File: src/hdl/wav_riff_pcm16_stream_parser_unit_defines.svh
// Assertion macros for the RIFF/WAVE PCM16 parser.
// No dependencies; included by the files that carry assertions.
`ifndef WAV_RIFF_PCM16_STREAM_PARSER_UNIT_DEFINES_SVH
`define WAV_RIFF_PCM16_STREAM_PARSER_UNIT_DEFINES_SVH
`ifndef SYNTHESIS
// Plain property, checked every edge out of reset.
`define WRP_ASSERT(lbl, clk, rst_n, prop, msg) \
  lbl: assert property (@(posedge clk) disable iff (!rst_n) (prop)) else $error(msg);
// Same-cycle implication.
`define WRP_ASSERT_IMP(lbl, clk, rst_n, ante, cons, msg) \
  lbl: assert property (@(posedge clk) disable iff (!rst_n) (ante) |-> (cons)) else $error(msg);
// Next-cycle implication.
`define WRP_ASSERT_NXT(lbl, clk, rst_n, ante, cons, msg) \
  lbl: assert property (@(posedge clk) disable iff (!rst_n) (ante) |=> (cons)) else $error(msg);
`else
`define WRP_ASSERT(lbl, clk, rst_n, prop, msg)
`define WRP_ASSERT_IMP(lbl, clk, rst_n, ante, cons, msg)
`define WRP_ASSERT_NXT(lbl, clk, rst_n, ante, cons, msg)
`endif
`endif

File: src/hdl/wrp_pkg.sv
// Shared types and constants of the RIFF/WAVE PCM16 parser.
// No dependencies; imported by wav_riff_pcm16_stream_parser_unit.
package wrp_pkg;

  localparam int SampleBits = 16;
  localparam int OutDepth   = 4;
  localparam int OutPtrW    = $clog2(OutDepth);
  localparam int OutCntW    = $clog2(OutDepth + 1);
  localparam int CfgIndexW  = 2;

  // parse phases
  localparam logic [2:0] PhHeader  = 3'd0;
  localparam logic [2:0] PhChdr    = 3'd1;
  localparam logic [2:0] PhPayload = 3'd2;
  localparam logic [2:0] PhPad     = 3'd3;
  localparam logic [2:0] PhSink    = 3'd4;

  // byte positions inside the file header and the chunk header
  localparam logic [3:0] HdrRiffLast  = 4'd3;
  localparam logic [3:0] HdrWaveLast  = 4'd11;
  localparam logic [3:0] ChdrTagBytes = 4'd4;
  localparam logic [3:0] ChdrLast     = 4'd7;

  localparam logic [31:0] TagRiff = 32'h5249_4646;
  localparam logic [31:0] TagWave = 32'h5741_5645;
  localparam logic [31:0] TagFmt  = 32'h666D_7420;
  localparam logic [31:0] TagData = 32'h6461_7461;

  localparam logic [31:0] FmtMinLen  = 32'd16;
  localparam logic [31:0] BitsOffset = 32'd14;
  localparam logic [15:0] PcmFormat  = 16'd1;

  localparam logic [15:0] ResetChannels = 16'd2;
  localparam logic [31:0] ResetRate     = 32'd48000;

  localparam logic [CfgIndexW-1:0] RegExpChannels = 2'd0;
  localparam logic [CfgIndexW-1:0] RegExpRate     = 2'd1;

  localparam logic KindSample = 1'b0;
  localparam logic KindStatus = 1'b1;

  localparam logic [1:0] StOk          = 2'd0;
  localparam logic [1:0] StMalformed   = 2'd1;
  localparam logic [1:0] StUnsupported = 2'd2;

  typedef struct packed {
    logic                         kind;
    logic signed [SampleBits-1:0] sample;
    logic                         clip_start;
    logic [1:0]                   status;
    logic                         last;
  } out_item_t;

endpackage

File: src/hdl/wav_riff_pcm16_stream_parser_unit.sv
// RIFF/WAVE PCM16 stream parser: byte-wise chunk walker and sample packer.
// Depends on wrp_pkg and wav_riff_pcm16_stream_parser_unit_defines.svh.
//
//   channel   direction  handshake               payload
//   in        sink       in_valid_i/in_ready_o    byte_value_i, end_of_file_i
//   out       source     out_valid_o/out_ready_i  item_kind_o .. last_item_o
//   cfg       sink       cfg_valid_i/cfg_ready_o  cfg_index_i, cfg_data_i
//
// Each byte transaction is parsed in the cycle it is accepted; its results
// (a sample, a status item, or both) are registered into a four-entry output
// queue that feeds the output. One byte per cycle is sustained unless the
// queue lacks room for two results, the only case in which in_ready_o drops.
// Reset clears the parse state and loads the default channel count and rate.
// cfg_ready_o is always high; writes to unknown indexes are dropped.
`include "wav_riff_pcm16_stream_parser_unit_defines.svh"

module wav_riff_pcm16_stream_parser_unit (
  input  logic                                  clk_i,
  input  logic                                  rst_ni,
  input  logic                                  in_valid_i,
  output logic                                  in_ready_o,
  input  logic [7:0]                            byte_value_i,
  input  logic                                  end_of_file_i,
  output logic                                  out_valid_o,
  input  logic                                  out_ready_i,
  output logic                                  item_kind_o,
  output logic signed [wrp_pkg::SampleBits-1:0] sample_value_o,
  output logic                                  clip_start_o,
  output logic [1:0]                            status_code_o,
  output logic                                  last_item_o,
  input  logic                                  cfg_valid_i,
  output logic                                  cfg_ready_o,
  input  logic [wrp_pkg::CfgIndexW-1:0]         cfg_index_i,
  input  logic [31:0]                           cfg_data_i
);
  import wrp_pkg::*;

  // configuration
  logic [15:0] exp_chan_q;
  logic [31:0] exp_rate_q;

  // parse state
  logic [2:0]  phase_q, phase_d;
  logic [3:0]  hdr_cnt_q, hdr_cnt_d;
  logic [31:0] tag_q, tag_d;
  logic [31:0] len_q, len_d;
  logic [31:0] left_q, left_d;
  logic [15:0] fmt_format_q, fmt_format_d;
  logic [15:0] fmt_chan_q, fmt_chan_d;
  logic [31:0] fmt_rate_q, fmt_rate_d;
  logic [15:0] fmt_bits_q, fmt_bits_d;
  logic        fmt_seen_q, fmt_seen_d;
  logic        data_seen_q, data_seen_d;
  logic        bad_q, bad_d;
  logic        odd_q, odd_d;
  logic        pend_q, pend_d;
  logic [7:0]  low_q, low_d;

  // output queue
  out_item_t          queue_q [OutDepth];
  logic [OutPtrW-1:0] wr_ptr_q, rd_ptr_q;
  logic [OutCntW-1:0] cnt_q;

  logic        in_acc, out_pop;
  logic [31:0] off;
  logic        emit_sample;
  out_item_t   sample_item, status_item, first_item;
  logic [1:0]  status_code;
  logic [1:0]  n_push;

  assign in_ready_o  = (cnt_q <= OutCntW'(OutDepth - 2));
  assign in_acc      = in_valid_i && in_ready_o;
  assign out_valid_o = (cnt_q != '0);
  assign out_pop     = out_valid_o && out_ready_i;
  assign cfg_ready_o = 1'b1;

  // byte offset inside the current chunk payload
  assign off = len_q - left_q;

  // Next parse state for the byte on the input; committed only on acceptance.
  always_comb begin
    phase_d      = phase_q;
    hdr_cnt_d    = hdr_cnt_q;
    tag_d        = tag_q;
    len_d        = len_q;
    left_d       = left_q;
    fmt_format_d = fmt_format_q;
    fmt_chan_d   = fmt_chan_q;
    fmt_rate_d   = fmt_rate_q;
    fmt_bits_d   = fmt_bits_q;
    fmt_seen_d   = fmt_seen_q;
    data_seen_d  = data_seen_q;
    bad_d        = bad_q;
    odd_d        = odd_q;
    pend_d       = pend_q;
    low_d        = low_q;
    emit_sample  = 1'b0;
    sample_item  = '0;

    unique case (phase_q)
      PhHeader: begin
        tag_d = {tag_q[23:0], byte_value_i};
        if (hdr_cnt_q == HdrRiffLast && tag_d != TagRiff) bad_d = 1'b1;
        if (hdr_cnt_q == HdrWaveLast && tag_d != TagWave) bad_d = 1'b1;
        if (hdr_cnt_q == HdrWaveLast) begin
          hdr_cnt_d = '0;
          phase_d   = PhChdr;
        end else begin
          hdr_cnt_d = hdr_cnt_q + 4'd1;
          if (end_of_file_i) bad_d = 1'b1;
        end
      end
      PhChdr: begin
        // tag arrives big-endian as text, length little-endian
        if (hdr_cnt_q < ChdrTagBytes) tag_d = {tag_q[23:0], byte_value_i};
        else                          len_d = {byte_value_i, len_q[31:8]};
        if (hdr_cnt_q == ChdrLast) begin
          hdr_cnt_d = '0;
          left_d    = len_d;
          if (end_of_file_i && len_d != '0) bad_d = 1'b1;
          if (tag_q == TagFmt) begin
            if (len_d < FmtMinLen) bad_d = 1'b1;
            else                   fmt_seen_d = 1'b1;
          end else if (tag_q == TagData) begin
            data_seen_d = 1'b1;
            pend_d      = 1'b1;
            odd_d       = len_d[0];
          end
          phase_d = (len_d != '0) ? PhPayload : PhChdr;
        end else begin
          hdr_cnt_d = hdr_cnt_q + 4'd1;
        end
      end
      PhPayload: begin
        if (tag_q == TagFmt) begin
          if (off < 32'd2) begin
            if (off[0]) fmt_format_d[15:8] = byte_value_i;
            else        fmt_format_d[7:0]  = byte_value_i;
          end else if (off < 32'd4) begin
            if (off[0]) fmt_chan_d[15:8] = byte_value_i;
            else        fmt_chan_d[7:0]  = byte_value_i;
          end else if (off < 32'd8) begin
            unique case (off[1:0])
              2'd0:    fmt_rate_d[7:0]   = byte_value_i;
              2'd1:    fmt_rate_d[15:8]  = byte_value_i;
              2'd2:    fmt_rate_d[23:16] = byte_value_i;
              default: fmt_rate_d[31:24] = byte_value_i;
            endcase
          end else if (off == BitsOffset || off == BitsOffset + 32'd1) begin
            if (off[0]) fmt_bits_d[15:8] = byte_value_i;
            else        fmt_bits_d[7:0]  = byte_value_i;
          end
        end else if (tag_q == TagData) begin
          if (!off[0]) begin
            low_d = byte_value_i;
          end else begin
            emit_sample            = 1'b1;
            sample_item.kind       = KindSample;
            sample_item.sample     = {byte_value_i, low_q};
            sample_item.clip_start = pend_q;
            sample_item.status     = StOk;
            sample_item.last       = 1'b0;
            pend_d                 = 1'b0;
          end
        end
        left_d = left_q - 32'd1;
        if (left_d == '0) phase_d = len_q[0] ? PhPad : PhChdr;
        else if (end_of_file_i) bad_d = 1'b1;
      end
      PhPad: phase_d = PhChdr;
      default: ;  // sink: drop bytes until the end of the file
    endcase

    if (bad_d) phase_d = PhSink;
  end

  // Final status from the state as this byte leaves it.
  always_comb begin
    priority if (bad_d || !fmt_seen_d || !data_seen_d) begin
      status_code = StMalformed;
    end else if (fmt_format_d != PcmFormat || fmt_chan_d != exp_chan_q ||
                 fmt_rate_d != exp_rate_q || fmt_bits_d != 16'(SampleBits)) begin
      status_code = StUnsupported;
    end else if (odd_d) begin
      status_code = StMalformed;
    end else begin
      status_code = StOk;
    end
    status_item.kind       = KindStatus;
    status_item.sample     = '0;
    status_item.clip_start = data_seen_d && pend_d;
    status_item.status     = status_code;
    status_item.last       = 1'b1;
  end

  assign first_item = emit_sample ? sample_item : status_item;
  assign n_push     = in_acc ? (2'(emit_sample) + 2'(end_of_file_i)) : 2'd0;

  always_ff @(posedge clk_i or negedge rst_ni) begin
    if (!rst_ni) begin
      exp_chan_q <= ResetChannels;
      exp_rate_q <= ResetRate;
    end else if (cfg_valid_i && cfg_ready_o) begin
      unique case (cfg_index_i)
        RegExpChannels: exp_chan_q <= cfg_data_i[15:0];
        RegExpRate:     exp_rate_q <= cfg_data_i;
        default: ;  // drop writes to unknown registers
      endcase
    end
  end

  always_ff @(posedge clk_i or negedge rst_ni) begin
    if (!rst_ni) begin
      phase_q      <= PhHeader;
      hdr_cnt_q    <= '0;
      tag_q        <= '0;
      len_q        <= '0;
      left_q       <= '0;
      fmt_format_q <= '0;
      fmt_chan_q   <= '0;
      fmt_rate_q   <= '0;
      fmt_bits_q   <= '0;
      fmt_seen_q   <= 1'b0;
      data_seen_q  <= 1'b0;
      bad_q        <= 1'b0;
      odd_q        <= 1'b0;
      pend_q       <= 1'b0;
      low_q        <= '0;
    end else if (in_acc) begin
      if (end_of_file_i) begin
        // start over: the next byte opens a new file
        phase_q      <= PhHeader;
        hdr_cnt_q    <= '0;
        tag_q        <= '0;
        len_q        <= '0;
        left_q       <= '0;
        fmt_format_q <= '0;
        fmt_chan_q   <= '0;
        fmt_rate_q   <= '0;
        fmt_bits_q   <= '0;
        fmt_seen_q   <= 1'b0;
        data_seen_q  <= 1'b0;
        bad_q        <= 1'b0;
        odd_q        <= 1'b0;
        pend_q       <= 1'b0;
        low_q        <= '0;
      end else begin
        phase_q      <= phase_d;
        hdr_cnt_q    <= hdr_cnt_d;
        tag_q        <= tag_d;
        len_q        <= len_d;
        left_q       <= left_d;
        fmt_format_q <= fmt_format_d;
        fmt_chan_q   <= fmt_chan_d;
        fmt_rate_q   <= fmt_rate_d;
        fmt_bits_q   <= fmt_bits_d;
        fmt_seen_q   <= fmt_seen_d;
        data_seen_q  <= data_seen_d;
        bad_q        <= bad_d;
        odd_q        <= odd_d;
        pend_q       <= pend_d;
        low_q        <= low_d;
      end
    end
  end

  // Output queue: push up to two results, pop one.
  always_ff @(posedge clk_i or negedge rst_ni) begin
    if (!rst_ni) begin
      wr_ptr_q <= '0;
      rd_ptr_q <= '0;
      cnt_q    <= '0;
    end else begin
      wr_ptr_q <= wr_ptr_q + OutPtrW'(n_push);
      if (out_pop) rd_ptr_q <= rd_ptr_q + OutPtrW'(1);
      cnt_q <= cnt_q + OutCntW'(n_push) - OutCntW'(out_pop);
    end
  end

  always_ff @(posedge clk_i) begin
    if (n_push != 2'd0) queue_q[wr_ptr_q] <= first_item;
    if (n_push == 2'd2) queue_q[wr_ptr_q + OutPtrW'(1)] <= status_item;
  end

  assign item_kind_o    = queue_q[rd_ptr_q].kind;
  assign sample_value_o = queue_q[rd_ptr_q].sample;
  assign clip_start_o   = queue_q[rd_ptr_q].clip_start;
  assign status_code_o  = queue_q[rd_ptr_q].status;
  assign last_item_o    = queue_q[rd_ptr_q].last;

  `WRP_ASSERT(a_queue_bound, clk_i, rst_ni, cnt_q <= OutCntW'(OutDepth), "output queue overflow")
  `WRP_ASSERT_NXT(a_eof_restart, clk_i, rst_ni, in_acc && end_of_file_i, phase_q == PhHeader && hdr_cnt_q == '0 && !bad_q, "parse state not cleared after end of file")
  `WRP_ASSERT_IMP(a_sink_has_error, clk_i, rst_ni, phase_q == PhSink, bad_q, "sink phase without a latched error")
  `WRP_ASSERT_IMP(a_sample_clean, clk_i, rst_ni, out_valid_o && item_kind_o == KindSample, status_code_o == StOk && !last_item_o, "sample item carries status bits")
  `WRP_ASSERT_IMP(a_last_is_status, clk_i, rst_ni, out_valid_o && last_item_o, item_kind_o == KindStatus && sample_value_o == '0, "last item is not a status item")

endmodule
File: config.mk
export PLATFORM = sky130hd
export DESIGN_NAME = wav_riff_pcm16_stream_parser_unit
export DESIGN_NICKNAME = d
export VERILOG_FILES = /design/src/hdl/wrp_pkg.sv /design/src/hdl/wav_riff_pcm16_stream_parser_unit.sv
export VERILOG_INCLUDE_DIRS = /design/src /design/src/hdl
export SDC_FILE = /design/constraint.sdc
export NUM_CORES = 1
export LEC_CHECK = 0
export ABC_CLOCK_PERIOD_IN_PS = 6010
export BUFFER_PORTS_ARGS = -buffer_cell sky130_fd_sc_hd__buf_2
export CAP_MARGIN = 30
export CORE_ASPECT_RATIO = 1.4
export CORE_MARGIN = 2
export CORE_UTILIZATION = 40
export CTS_CLUSTER_SIZE = 25
export DETAILED_ROUTE_END_ITERATION = 16
export PLACE_DENSITY_LB_ADDON = 0.25
export SLEW_MARGIN = 20
export SYNTH_ARGS = -nofsm -noshare
export SYNTH_HDL_FRONTEND = slang
export SYNTH_SLANG_ARGS = --single-unit
File: constraint.sdc
create_clock -name clk_i -period 6.01 [get_ports clk_i]
set_input_delay 1.202 -clock clk_i [delete_from_list [all_inputs] [get_ports clk_i]]
set_output_delay 1.202 -clock clk_i [all_outputs]
set_load 0.02 [all_outputs]
=== Yosys cells after proc, flatten, opt, wreduce, memory -nomap -nowiden ===
Memory sizes are Yosys's and may differ from the RTL's.
Cells that the tools add are included.

* Flip-flop bits (word level): 251
* Latch bits: 0
* RAM bits: 84
* ROM bits: 0
* Input port bits: 48
* Output and inout bits: 24
* Word-level logic and storage cells: 210
* Memories kept: 1

* Add/subtract/negate cells: 9
* Multiply operators: 0
* Divide/modulo/power cells: 0
* $lt $le $gt $ge: 6
* Equal/unequal tests: 27
* Shift operators: 0
* Multiplexer cells: 111
* Bitwise operators: 0
* Reductions and logical operators: 36

{| class="wikitable"
|+ Memories
! name !! words !! width !! rd ports !! clocked after memory_dff !! write ports !! RTL line !! source
|-
| queue_q || 4 || 21 || 1 || 0 || 2 || wav_riff_pcm16_stream_parser_unit.sv:60 || <nowiki>out_item_t queue_q [OutDepth];</nowiki>
|}

{| class="wikitable"
|+ Operator list
! kind !! count
|-
| 32-bit two-way mux || 14
|-
| 16-bit two-way mux || 16
|-
| 32-bit one-hot mux with 2 select lines || 2
|-
| 8-bit two-way mux || 15
|-
| 20-bit two-way mux || 4
|-
| 32-bit by 31-bit equality test with 1-bit output, second input constant || 2
|-
| 32-bit by 4-bit equality test with 1-bit output, second input constant || 2
|-
| 32-bit by 31-bit inequality test with 1-bit output, second input constant || 2
|-
| 1-bit two-way mux || 42
|-
| 32-bit logical NOT || 1
|-
| 32-bit by 2-bit less-than comparator with 1-bit output, second input constant || 1
|-
| 32-bit by 3-bit less-than comparator with 1-bit output, second input constant || 1
|-
| 32-bit by 4-bit less-than comparator with 1-bit output, second input constant || 1
|-
| 32-bit by 5-bit less-than comparator with 1-bit output, second input constant || 1
|-
| 32-bit inequality test || 1
|-
| 32-bit nonzero test || 1
|-
| 32-bit by 1-bit subtractor with 32-bit output, second input constant || 1
|-
| 32-bit subtractor || 1
|-
| 21-bit two-way mux || 1
|-
| 16-bit by 1-bit inequality test with 1-bit output, second input constant || 1
|-
| 16-bit inequality test || 1
|-
| 16-bit by 5-bit inequality test with 1-bit output, second input constant || 1
|-
| 3-bit two-way mux || 5
|-
| 4-bit two-way mux || 3
|-
| other kinds (35) || 69
|}

=== Depth between registers and ports, before layout ===
* Depth in word-level cells: 15
* Gate-level depth with buffers: 21

=== Worst setup path after synthesis ===
Ideal clock, no wire load.

* Kind: register -> register
* Start: reg left_q[0]
* End: mem queue_q[3][2] (netlist name) (data pin)
* Library setup time: 0.261 ns
* Data arrival time: 4.843 ns
* Required time: 5.749 ns
* Setup slack: 0.907 ns
* Stages on the path, launching flop included: 18
* Buffers on the path: 0
* Cell sequence: dfrtp_1 > ha_1 > inv_1 > fa_1 > a21o_1 > a221oi_4 > o21a_1 > o21a_1 > o2111ai_2 > nor4_4 > nand3_1 > nor3_2 > nand2_2 > o211a_1 > or4_1 > or4_1 > or4_1 > o311a_1

{| class="wikitable"
|+ RTL lines
! what !! RTL line !! source
|-
| start, declared || wav_riff_pcm16_stream_parser_unit.sv:47 || <nowiki>logic [31:0] left_q, left_d;</nowiki>
|-
| start signal, assigned || wav_riff_pcm16_stream_parser_unit.sv:252 || <nowiki>left_q <= left_d;</nowiki>
|-
| end, declared || wav_riff_pcm16_stream_parser_unit.sv:60 ||
|}

==> impl_summary.md <==
Yosys
Sorting the synthesized cells by area gives the leading types as dfrtp_1 30%, dfxtp_1 6.8%, o21ai_0 5.4%, nand2_1 4.6%, a22o_1 3.6%. Synthesis produced 2251 cells. The synthesized area per cell is approximately 8.9 um^2. Of the post-synthesis cell area, the dominant cell type holds 0.302. For this run, the leading register cell type out of synthesis is dfrtp_1. Of all cell types, the one taking the most synthesized area is dfrtp_1. The post-synth net total is roughly 2.3k.

The post-synthesis sequential element count is ~330. Yosys printed 0 warnings. The number of distinct library cell variants in the gate-level netlist after synthesis is between 100 and 150. The sequential area share after synthesis is 0.398.

The fraction of registers with async set/reset is 0.758. The synthesized design contains 12 enable-type register cells. The mapped netlist covers between 20000 and 25000 um^2.

Clock network
The count of H-tree levels built during CTS is 2. The source-to-sink clock delay at the later pin of the worst-skew pair is about 570 ps. The TritonCTS buffer count is 37. The CTS root buffer is clkbuf_16. The maximum count of clock buffers along a single path is 3.

TritonCTS built the clock tree. The number of clock sinks is between 300 and 400. The clock slew at the register clock pins of the worst setup and hold paths is around 60 ps.

GRT
The number of global-route vias before repair is about 19k. The wire length of the first global-routing pass is roughly 110 mm. After global routing the overflow that remains totals 0. The number of antenna violations at the first check in global routing was 0. The pin count of the biggest net entering global routing is 106. The total global routing track utilization is 0.269.

Timing
The final count of hold timing violations is 0. The pin slew with the least headroom to its limit is between 900 and 1000 ps. The maximum frequency from static timing analysis is about 0.18 GHz. On the final layout, the worst clock skew is approximately 26 ps. Setup violations remaining at the end of the flow were counted as 0. Setup repair after global routing left no endpoint under its margin. The clock period could shrink to 5660 ps. The setup slack of the critical path after layout is roughly 350 ps. The number of pins with negative max-slew slack in the final report is 0.

The aggregate negative setup slack is 0 ps. Of the available clock period, the critical path in the final layout requires 0.941. The max-slew headroom at the worst pin is 0.365. The worst hold margin is about 450 ps.

Floorplan
Pin placement for this block handled 72 I/O pins. The floorplan has a little under 100 rows. The horizontal extent of the die is ~190 um. The initial utilization of the core area, before any placement, comes to 0.403. The area enclosed by the die boundary is around 52000 um^2. The placeable core region is roughly 50000 um^2. The die height is approximately 270 um.

Placement
After detailed placement, the total cell area comes to about 21000 um^2. The post-place setup slack is -120 ps. The port buffer count is 70. The final RePlAce weighted congestion is between 1 and 1.5. The HPWL after detailed placement is around 53 mm.

Power and ir drop
IR analysis of the VDD net gives a maximum drop of 0.000289 V. The clock network fraction of design power is 0.268. The share of total power dissipated in sequential elements is 0.348. Of the total power, the share spent switching nets is 0.398. In this run the power spent charging and discharging nets is approximately 3.4 mW.

For this design the ratio of total power to cell area is between 300 and 400 nW/um^2. For this design the static power due to leakage is 9.86 nW. Overall power consumption after layout is estimated at 8.59 mW. Of the total power, combinational logic draws 0.383. The internal power of the cells is between 5 and 6 mW.

Route
Across all layers, the routed design uses 18.6k vias. In this run the remaining antenna-violating nets after routing total 0. The wire length per cell is roughly 24 um. The wire length reported by the detailed router is just over 70 mm. The per-cell via count in the routed design is between 6 and 7. The number of detailed-route iterations in the first pass is 6. The number of remaining DRC errors is 0. The initial DRC count is 1471.

Critical path
STA puts the critical path data required time at between 6000 and 7000 ps. The worst setup path is of the reg2reg kind. For the worst setup path, the data arrival time is approximately 6000 ps.

In this run the worst path has a maximum fanout of 11. The sort of element at the end of the critical path is a flop. The category of the worst setup path launch point is a flop.

Finish
From synthesis to final layout, the design area changed by 13.1%. The layout net count is approximately 2.4k. The most common library cell in the layout ignoring fill and taps is nand2_1. With fillers left out, the area of the finished cells amounts to 22700 um^2. The fraction of final layout cells sized beyond drive strength 1 is 0.157. The number of antenna repair diodes is 0. In the layout the commonest cells are 248 x nand2_1, 243 x dfrtp_1, 217 x o21ai_0, 129 x a21oi_1, 118 x nor2_1.

Hold path
The class of the most critical hold timing path is reg2reg.

Outcome
The run finished with clean final reports.

Job
The count of maximum capacitance violations is 0.
==> synthesized netlist by cell type (39+ instances only) <==
cell and n:
mux2i_1 50, dfrtp_1 243, a21oi_1 129, ha_1 39, a22o_1 83, nand2_1 249
a22oi_1 60, o22ai_1 43, clkbuf_1 111, nor3_1 56, o21ai_0 218, inv_1 110
dfxtp_1 68, nor2_1 120, mux2_2 57, nand3_1 50
==> area by class of cell <==
type | count | area (um^2)
Fill cell | 4836 | 27100
Multi-Input combinational cell | 1668 | 11100
Sequential cell | 331 | 8010
Timing Repair Buffer | 164 | 1140
Clock buffer | 55 | 1100
Tap cell | 643 | 805
Inverter | 113 | 424
Clock inverter | 13 | 131
==> routing by layer <==
metal / routed length (um) / track usage
met5: 0 / 0
met4: 4460 / 0.155
met3: 3840 / 0.0389
met2: 35600 / 0.464
met1: 27800 / 0.318
==> power groups by stage <==
stage | Sequential, mW | Combinational, mW | Clock [mW]
after floorplan | 2.85 | 2.28 | 0
after global placement | 3.03 | 3.15 | 0
after detailed placement | 3.02 | 3.19 | 0
after CTS | 2.98 | 3.21 | 2.35
after global routing | 3.03 | 3.58 | 2.43
final | 2.99 | 3.29 | 2.30
==> stage by stage <==
| step | cells | utilization |
|---|---|---|
| floorplan | 2251 | - |
| global placement | 2909 | 0.428 |
| detailed placement | 2911 | 0.428 |
| CTS | 2979 | 0.453 |
| global route | 2987 | 0.456 |
| finish | 2987 | 0.456 |
==> cells by family after synthesis <==
group | synth area share
xor+xnor | 0.0252
simple gates | 0.176
mux | 0.0792
compound gates | 0.243
buf+inv | 0.0522
fa+ha+maj | 0.0262
other cells | 0.000186
flops | 0.398
==> final timing paths <==
check	startpoint	slack (ps)	to	cells past startpoint
max	left_q[4]	350	queue_q[3][2]	17
min	queue_q[0][0]	450	queue_q[0][0]	2
max reg2reg	left_q[4]	350	queue_q[3][2]	17
min reg2reg	queue_q[0][0]	450	queue_q[0][0]	2
max in group asynchronous	rst_ni	4080	left_q[2]	2
min in group asynchronous	rst_ni	640	left_q[31]	1
==> repair_timing <==
action                                  CTS  global route
endpoints found under the setup margin    7             8
hold buffers                              0             0
hold endpoints to repair                  0             0
pin swaps                                 0             4
setup buffers                             0             5
resized for setup                         1             8
==> worst max-delay path, cell delays in order, from the launching register on <==
cell and delay [ps]:
dfrtp_1 370, inv_1 90, ha_1 420, a21o_1 270, a31o_1 230, o21ai_1 360
a211oi_1 130, or3b_1 390, xnor2_1 190, nand4b_1 260, buf_4 250, nor3_4 200
nand2_2 150, o211a_1 260, or4_1 530, or4_1 420, or4_1 570, o311a_1 350
==> flip-flops by register name, summed over array words and instances (netlist names) <==
signal        cells
bad_q             1
cnt_q             3
data_seen_q       1
exp_chan_q       16
exp_rate_q       32
len_q            32
rd_ptr_q          2
low_q             8
left_q           32
fmt_bits_q       16
odd_q             1
tag_q            32
hdr_cnt_q         4
fmt_seen_q        1
wr_ptr_q          2
fmt_rate_q       32
fmt_format_q     16
phase_q           3
queue_q          80
fmt_chan_q       16
pend_q            1
(Power assumes the default switching activity.)
